### config.mk
export PLATFORM = sky130hd
export DESIGN_NAME = sorted_priority_queue_core
export DESIGN_NICKNAME = d
export VERILOG_FILES = /design/src/design/spq_pkg.sv /design/src/design/spq_cell.sv /design/src/design/sorted_priority_queue_core.sv
export SDC_FILE = /design/constraint.sdc
export NUM_CORES = 2
export LEC_CHECK = 0
export ABC_AREA = 1
export BUFFER_PORTS_ARGS = -buffer_cell sky130_fd_sc_hd__buf_2
export CORE_MARGIN = 2
export CORE_UTILIZATION = 50
export CTS_CLUSTER_DIAMETER = 100
export DETAILED_ROUTE_END_ITERATION = 6
export GPL_TIMING_DRIVEN = 0
export PLACE_DENSITY = 0.67
export SYNTH_ARGS = -nofsm -noshare
export SYNTH_HDL_FRONTEND = slang
export SYNTH_SLANG_ARGS = --single-unit
### constraint.sdc
create_clock -name clk -period 7.8 [get_ports clk]
set_input_delay 1.17 -clock clk [delete_from_list [all_inputs] [get_ports clk]]
set_output_delay 1.17 -clock clk [all_outputs]
set_load 0.05 [all_outputs]
### src/design/spq_pkg.sv
// ----------------------------------------------------------------------------
// spq_pkg
// Shared types, sizes and codes for the sorted priority queue.
// ----------------------------------------------------------------------------
package spq_pkg;

  // Queue depth and field widths.
  localparam int DEPTH  = 16;
  localparam int DATA_W = 32;
  localparam int PRIO_W = 16;
  localparam int CNT_W  = $clog2(DEPTH + 1);

  // Result status codes.
  typedef enum logic [1:0] {
    ST_OK    = 2'd0,
    ST_FULL  = 2'd1,
    ST_EMPTY = 2'd2
  } status_t;

  // Action codes of an input beat.
  localparam logic ACT_ENQ = 1'b0;
  localparam logic ACT_DEQ = 1'b1;

  // One stored entry.
  typedef struct packed {
    logic                     valid;
    logic signed [DATA_W-1:0] data;
    logic [PRIO_W-1:0]        prio;
  } entry_t;

  // Operation broadcast to every cell of the chain.
  typedef struct packed {
    logic              enq;
    logic              deq;
    logic [DATA_W-1:0] data;
    logic [PRIO_W-1:0] prio;
  } spq_op_t;

endpackage

### src/design/spq_cell.sv
// ----------------------------------------------------------------------------
// spq_cell
// One slot of the sorted chain: keeps, takes the new entry, or shifts.
// ----------------------------------------------------------------------------
module spq_cell (
  input  logic            clk,
  input  logic            rst,
  input  spq_pkg::spq_op_t op,
  input  logic            left_keep,
  input  spq_pkg::entry_t left_entry,
  input  spq_pkg::entry_t right_entry,
  output logic            keep,
  output spq_pkg::entry_t entry
);
  import spq_pkg::*;

  entry_t entry_next;

  // The entry stays on an insert when it sorts at or before the new one.
  assign keep = entry.valid && (entry.prio <= op.prio);

  // Choose the next contents of this slot.
  always_comb begin
    entry_next = entry;
    if (op.enq) begin
      if (!keep) begin
        if (left_keep) begin
          entry_next.valid = 1'b1;
          entry_next.data  = op.data;
          entry_next.prio  = op.prio;
        end else begin
          entry_next = left_entry;
        end
      end
    end else if (op.deq) begin
      entry_next = right_entry;
    end
  end

  // Only the valid flag needs a reset value.
  always_ff @(posedge clk) begin
    if (rst) begin
      entry.valid <= 1'b0;
    end else begin
      entry.valid <= entry_next.valid;
    end
    entry.data <= entry_next.data;
    entry.prio <= entry_next.prio;
  end

endmodule

### src/design/sorted_priority_queue_core.sv
// The result beat of an accepted input beat is registered and appears in the cycle after it.
// Throughput: one item per cycle while result beats are taken; every slot of the cell chain updates at once.
// The output register lets a new beat in while the current result is taken.
// Reset (synchronous, active high) empties the queue and drops any result.
// ----------------------------------------------------------------------------
// sorted_priority_queue_core
// Bounded stable min-priority queue built as a chain of sorting cells.
// ----------------------------------------------------------------------------
module sorted_priority_queue_core (
  input  logic                                clk,
  input  logic                                rst,
  input  logic                                item_valid,
  output logic                                item_ready,
  input  logic                                action,
  input  logic signed [spq_pkg::DATA_W-1:0]   item_data,
  input  logic [spq_pkg::PRIO_W-1:0]          item_priority,
  output logic                                result_valid,
  input  logic                                result_ready,
  output logic                                out_valid,
  output logic signed [spq_pkg::DATA_W-1:0]   out_data,
  output logic [spq_pkg::PRIO_W-1:0]          out_priority,
  output logic [spq_pkg::CNT_W-1:0]           entry_count,
  output logic [1:0]                          status
);
  import spq_pkg::*;

  logic              accept;
  logic              full;
  logic              empty;
  logic [CNT_W-1:0]  count;
  logic [CNT_W-1:0]  count_next;
  spq_op_t           op;
  entry_t            cells   [DEPTH];
  logic              keeps   [DEPTH];
  entry_t            zero_entry;

  assign item_ready = !result_valid || result_ready;
  assign accept     = item_valid && item_ready;
  assign full       = (count == CNT_W'(DEPTH));
  assign empty      = (count == '0);
  assign zero_entry = '0;

  // Broadcast the operation to the chain only when it changes the queue.
  always_comb begin
    op.enq  = accept && (action == ACT_ENQ) && !full;
    op.deq  = accept && (action == ACT_DEQ) && !empty;
    op.data = item_data;
    op.prio = item_priority;
  end

  // Row of cells; the first cell inserts whenever its own entry does not stay.
  for (genvar i = 0; i < DEPTH; i++) begin : g_cell
    if (i == 0) begin : g_head
      spq_cell u_cell (
        .clk        (clk),
        .rst        (rst),
        .op         (op),
        .left_keep  (1'b1),
        .left_entry (zero_entry),
        .right_entry((DEPTH > 1) ? cells[(i + 1) % DEPTH] : zero_entry),
        .keep       (keeps[i]),
        .entry      (cells[i])
      );
    end else if (i == DEPTH - 1) begin : g_tail
      spq_cell u_cell (
        .clk        (clk),
        .rst        (rst),
        .op         (op),
        .left_keep  (keeps[i-1]),
        .left_entry (cells[i-1]),
        .right_entry(zero_entry),
        .keep       (keeps[i]),
        .entry      (cells[i])
      );
    end else begin : g_mid
      spq_cell u_cell (
        .clk        (clk),
        .rst        (rst),
        .op         (op),
        .left_keep  (keeps[i-1]),
        .left_entry (cells[i-1]),
        .right_entry(cells[i+1]),
        .keep       (keeps[i]),
        .entry      (cells[i])
      );
    end
  end

  // Entry count follows the operations that were carried out.
  always_comb begin
    count_next = count;
    if (op.enq) begin
      count_next = count + CNT_W'(1);
    end else if (op.deq) begin
      count_next = count - CNT_W'(1);
    end
  end

  always_ff @(posedge clk) begin
    if (rst) begin
      count <= '0;
    end else begin
      count <= count_next;
    end
  end

  // Result beat register.
  always_ff @(posedge clk) begin
    if (rst) begin
      result_valid <= 1'b0;
    end else if (accept) begin
      result_valid <= 1'b1;
    end else if (result_ready) begin
      result_valid <= 1'b0;
    end
  end

  always_ff @(posedge clk) begin
    if (accept) begin
      out_valid    <= op.deq;
      out_data     <= op.deq ? cells[0].data : '0;
      out_priority <= op.deq ? cells[0].prio : '0;
      entry_count  <= count_next;
      if ((action == ACT_ENQ) && full) begin
        status <= ST_FULL;
      end else if ((action == ACT_DEQ) && empty) begin
        status <= ST_EMPTY;
      end else begin
        status <= ST_OK;
      end
    end
  end

endmodule

Yosys cells after proc, flatten, opt, wreduce, memory -nomap -nowiden:

Cells that the tools add are included.

* register bits after elaboration: 846
* latch bits: 0
* bits in writable memories: 0
* ROM bits: 0
* input bits: 53
* logic and storage cells: 205
* memories: 0

* add/sub/neg operators: 2
* multiply operators: 0
* div/mod/pow operators: 0
* magnitude comparators: 16
* equality and inequality tests: 17
* shifts and indexed selects: 0
* mux-type cells: 68
* bitwise logic cells: 1
* reductions and logical operators: 46

Operators with widths (count)
* 49-bit 2-to-1 mux: 63
* 16-bit less-or-equal comparator: 16
* 2-bit != test, second input constant: 16
* 2-bit AND reduction: 16
* 1-bit logical AND: 23
* 5-bit 2-to-1 mux: 2
* 5-bit by 1-bit adder with 5-bit output, second input constant: 1
* 5-bit equality test, second input constant: 1
* 5-bit logical NOT: 1
* 5-bit by 1-bit subtractor with 5-bit output, second input constant: 1
* 2-bit nonzero test: 2
* 1-bit logical NOT: 3
* 1-bit 2-to-1 mux: 2
* 2-bit 2-to-1 mux: 1
* 1-bit logical OR: 1
* 1-bit inverter: 1

Depth between registers and ports, before layout:

* depth in word-level cells: 7
* gate-level depth with buffers: 18

Modules after synthesis:

Synthesis repeated with hierarchy kept, for this count alone.

* cell total of the unflattened synthesis: 5767
* area, all modules: 49383.6 µm²

Modules (own cells, without submodules)
* spq_cell at g_cell[0].g_head.u_cell ...: instances 9, cells each 346, area each 2915.3 µm², seq. area each 1461.4 µm²
* spq_cell at g_cell[3].g_mid.u_cell ...: instances 7, cells each 346, area each 2934.1 µm², seq. area each 1461.4 µm²
* sorted_priority_queue_core: instances 1, cells each 231, area each 2607.5 µm², seq. area each 1801.7 µm²

Worst setup path before layout:

No wires, ideal clock.

* path kind: input port to flip-flop
* start point: input port item_priority[15] (netlist name)
* end point: register g_cell[0].g_head.u_cell.entry[0] (netlist name), enable pin
* library setup time: 0.482 ns
* arrival: 5.506 ns
* slack: 1.811 ns
* cell stages on the path: 11
* buffers on the path: 3
* cells stage by stage: inv_1 clkbuf_1 ha_1 nand2_1 nor4_2 nand2_1 nand2_1 nand2_2 buf_4 buf_4 a31oi_1

* word-level cells in the longest chain between the ends: 4

Ends and longest elaborated chain
* from (decl): RTL line sorted_priority_queue_core.sv:16 `input logic [spq_pkg::PRIO_W-1:0] item_priority,`
* 16-bit less-or-equal comparator: RTL line spq_cell.sv:20 `assign keep = entry.valid && (entry.prio <= op.prio);`
* 1-bit logical AND: RTL line spq_cell.sv:20
* 2-bit != test (no source line)
* 2-bit AND reduction (no source line)
* to (decl): RTL line spq_cell.sv:13 `output spq_pkg::entry_t entry`

No other way between the ends.
A chain may end at the register's enable or synchronous reset.

Worst setup path after layout:

* start point: input port item_priority[15] (netlist name)
* end point: register g_cell[15].g_tail.u_cell.entry[40] (netlist name), data pin

* word-level cells in the longest chain between the ends: 5

Ends and longest elaborated chain
* 16-bit less-or-equal comparator: RTL line spq_cell.sv:20
* 1-bit logical AND: RTL line spq_cell.sv:20
* 49-bit 2-to-1 mux: RTL line spq_cell.sv:27 `if (left_keep) begin`
* 49-bit 2-to-1 mux: RTL line spq_cell.sv:26 `if (!keep) begin`
* 49-bit 2-to-1 mux: RTL line spq_cell.sv:25 `if (op.enq) begin`
* to (decl): RTL line spq_cell.sv:13

No other way between the ends. The select of a mux whose other input is x is not followed.

==> impl_summary.log <==
[metrics] violations in the final reports: DRC
[metrics] Die ar.: 108000 um^2
[metrics] cell family with most CP delay: buffers and inverters
[metrics] number of filler instances in the final layout: 9716
[metrics] final estimated routing congestion in global placement: 0.928
[metrics] worst min-delay path category: flop to flop
[metrics] dominant combinational cell family by area after synthesis: simple AND/OR/NAND/NOR gates
[metrics] sum of net half-perimeters after detailed placement: approximately 120000 um
[metrics] leading cell type in the layout, fill and taps excluded: sky130_fd_sc_hd__nand2_1
[metrics] Crit Path Category: primary input to flop
[metrics] post-place instance area: approximately 55000 um^2
[metrics] result of the run: finished with violations
[metrics] starting density of the core: just over 50%
[metrics] source of the worst hold timing path: g_cell[15].g_tail.u_cell.entry[48]
[metrics] Skew-Pair Late Insertion Delay: 0.70 ns
[metrics] number of enable flip-flop cells after synthesis: ~820
[metrics] most frequent cells in the layout: sky130_fd_sc_hd__nand2_1, sky130_fd_sc_hd__nand3_1, sky130_fd_sc_hd__edfxtp_1
[metrics] Final Max Slew Viols: 0
[metrics] CTS sink count: between 800 and 900
[metrics] CTS Root Buffer Type: sky130_fd_sc_hd__clkbuf_16
[metrics] worst path arrival time: a little under 5 ns
[metrics] number of maximum-capacitance constraint violations: 0
[metrics] number of global-route vias before repair: around 42000
[metrics] floorplan die width: roughly 330 um
[metrics] nets@finish: 7221
[metrics] multi-input gate area in the final layout: approximately 22000 um^2
[metrics] met3 usage: 3.66%
[metrics] First-pass DRT Iterations: 7
[metrics] setup repair after global routing missed its margin: false
[metrics] worst path bufs/invs: 5
[metrics] H-tree level count: 3
[metrics] fin area: 58500 um^2
[metrics] register bit total from synthesis: around 850
[metrics] highest net fanout along the worst path: 25
[metrics] Peak Freq: between 200 and 250 MHz
[metrics] mapped cell area: 52500 um^2
[metrics] number of violations reported at the end of detailed-routing iteration 0: 3976
[metrics] global-route layer with the greatest usage: met2
[metrics] flip-flop and latch area: roughly 25000 um^2
[metrics] DRC: 7
[metrics] antenna-violating nets left: 0
[metrics] worst max-slew margin expressed relative to the limit: between 20 and 30%
[metrics] shortest period the worst path allows: 4.51 ns
[metrics] CTS hold repair buffers: 0
[metrics] leftover overflow at the end of global routing: 0
[metrics] Setup Buffers After CTS: 0
[metrics] share of post-route cells with drive strength above 1: 9.01%
[metrics] antenna violations before repair: 6
[metrics] Gate Count Post-Synth: 6687
[metrics] maximum root-to-sink buffer count: 3
[metrics] IO Count: 111
[metrics] cell row count: 118
[metrics] ordered list of cells on the worst path: buf_2 -> inv_1 -> clkbuf_2 -> ha_1 -> a21oi_1 -> o21ai_0 -> nor2_1 -> nand2_1 -> nand2_1 -> nand2_2 -> buf_4 -> buf_2 -> o21ai_0 -> nor2_1
[metrics] Setup violations, final: 0
[metrics] clock-pin transition on the worst setup and hold timing paths: 0.06 ns
[metrics] Worst setup startpoint: item_priority[15]
[metrics] drt via density: 5.18
[metrics] Critical Path Slowest Stage Cell: sky130_fd_sc_hd__o21ai_0
[metrics] most frequently used flop master after synthesis: sky130_fd_sc_hd__edfxtp_1
[metrics] startpoint of the worst register-to-register path: count[0]
[metrics] slew at the pin with the worst max-slew slack: 1.06 ns
[metrics] required time of the critical path: 8.19 ns
[metrics] Die Y-Extent: 328 um
[metrics] quantity of gates resized following cts: 0
[metrics] worst clock skew on the final layout: 0.0180 ns
[metrics] pin count of the biggest net entering global routing: 46
[metrics] met2 track demand over resource: 46.0%
[metrics] largest vdd supply drop: 0.177 mV
[metrics] static power due to leakage: 0.0284 uW
[metrics] Synth Area in Simple Gates: 32.0%
[metrics] fraction of the mapped netlist area in adder cells: around 6%
[metrics] global-route wire length before repair: 234000 um
[metrics] synthesized netlist net count: 6998
[metrics] overall routing resource usage: between 20 and 30%
[metrics] post-synthesis cell type count: 33
[metrics] Port-buffer cells: 109
[metrics] kind of start point of the critical path: primary input
[metrics] synthesis-to-layout area growth: 11.3%
[metrics] met1 track utilization from global routing: 37.8%
[metrics] Routed WL: 154000 um
[metrics] total vias in the final route: 43400
[metrics] number of synthesis warnings: 0
[metrics] fraction of the mapped netlist area in compound gates: under 10%
[metrics] Pwr per Cell Area: 235 nW/um^2
[metrics] peak per-stage delay on the critical path: 0.86 ns
[metrics] Final Hold Vio Count: 0
[metrics] wire length per cell after detailed routing: 18.4 um
[metrics] share of the clock period used by the worst path: 57.9%
[metrics] Core Region: 104000 um^2
[metrics] total power after layout: roughly 14000 uW
[metrics] endpoint type of the worst setup path: flop
[metrics] share of the synthesized netlist area taken by xor and xnor gates: less than 1%
[metrics] mux share of post-synthesis cell area: 0.171%
[metrics] share of flip-flops with an asynchronous set or reset after synthesis: 0%
[metrics] Syn Area/Cell: around 7.9 um^2
[metrics] CTS tree: done
[metrics] sequential element share of the synthesized area: 47.9%
[metrics] cts bufs inserted: 94
worst register-to-register path, delay by kind of cell, from the launching register on:
family	cells	cell delay (ns)
buffers and inverters	5	1.69
and+or+nand+nor	4	0.76
DFF	1	0.32
AOI/OAI and AO/OA	1	0.28
adders and majority gates	1	0.15
sequential cells by signal (all words and copies together) (netlist names):
signal / cells
g_cell.g_head.u_cell.entry: 49
g_cell.g_mid.u_cell.entry: 686
out_data: 32
out_priority: 16
result_valid: 1
entry_count: 5
out_valid: 1
status: 2
g_cell.g_tail.u_cell.entry: 49
count: 5
cell type report:
cell class	instances	area share (%)
diodes	5	0.0214
multi-input cells	4564	37.8
repair buffers	127	1.54
well taps	1380	2.95
flip-flops and latches	846	43.1
inverters	814	5.22
plain buffers	463	4.11
clock inverters	55	0.918
clock buffers	122	4.34
per-layer routing:
layer | wire length (um) | vias up
met5 | 0 | -
met4 | 6080 | 0
met3 | 11700 | 272
met2 | 69700 | 1505
met1 | 66400 | 19300
li1 | - | 22300
path summary, 6_finish.rpt:
kind	endpoint	slack [ns]	cells after the start
hold reg to reg	g_cell[15].g_tail.u_cell.entry[48]	0.47	2
hold / removal	g_cell[15].g_tail.u_cell.entry[48]	0.47	2
setup / recovery	g_cell[15].g_tail.u_cell.entry[40]	3.29	14
setup reg to reg	g_cell[5].g_mid.u_cell.entry[14]	4.32	11
synthesized netlist by cell type, types with 2 or more instances:
master,count,area (um^2)
sky130_fd_sc_hd__o21bai_1,15,113
sky130_fd_sc_hd__nand4_1,9,56.3
sky130_fd_sc_hd__nor3_1,4,20.0
sky130_fd_sc_hd__clkbuf_1,158,593
sky130_fd_sc_hd__clkinv_1,3,11.3
sky130_fd_sc_hd__nand2_2,24,150
sky130_fd_sc_hd__buf_1,6,22.5
sky130_fd_sc_hd__nor2_1,203,762
sky130_fd_sc_hd__o21a_1,15,113
sky130_fd_sc_hd__o21ai_1,8,40.0
sky130_fd_sc_hd__edfxtp_1,824,24700
sky130_fd_sc_hd__mux2i_1,9,90.1
sky130_fd_sc_hd__dfxtp_1,22,440
sky130_fd_sc_hd__nor4_2,9,113
sky130_fd_sc_hd__buf_6,34,383
sky130_fd_sc_hd__a31oi_1,14,87.6
sky130_fd_sc_hd__inv_2,2,7.51
sky130_fd_sc_hd__buf_2,241,1210
sky130_fd_sc_hd__o21ai_0,140,701
sky130_fd_sc_hd__nand2_1,2326,8730
sky130_fd_sc_hd__xor2_1,4,35.0
sky130_fd_sc_hd__a21oi_1,127,636
sky130_fd_sc_hd__ha_1,258,3230
sky130_fd_sc_hd__nand3_1,1393,6970
sky130_fd_sc_hd__buf_4,23,173
sky130_fd_sc_hd__inv_1,809,3040
where the power goes:
group          total [uW]  switching (uW)  internal [uW]  leakage (uW)
registers            6020             268           5750       0.00802
logic                3210            2230            978        0.0189
clock network        4520            1920           2600       0.00151
total               13700            4420           9330        0.0284
logic make-up (layout without fill, tap and decap cells):
family | Yosys count | count (layout)
other cells | 0 | 5
mux | 9 | 9
compound gates | 323 | 323
simple gates | 3970 | 3970
xor+xnor | 4 | 4
fa+ha+maj | 258 | 258
buf+inv | 1277 | 1581
flops | 846 | 846
through the flow:
stage | TNS [ns] | hold slack [ns] | utilization (%) | std cells | worst slack [ns]
after global placement | -133.80 | 0.448 | 52.8 | 8176 | -0.348
final | 0 | 0.472 | 56.4 | 8376 | 3.29
after global routing | 0 | 0.507 | 56.3 | 8371 | 3.14
after detailed placement | 0 | 0.463 | 53.3 | 8193 | 2.17
after floorplan | 0 | 0.439 | - | 6687 | 1.81
after CTS | 0 | 0.471 | 56.3 | 8370 | 2.90
(Power assumes the default switching activity.)
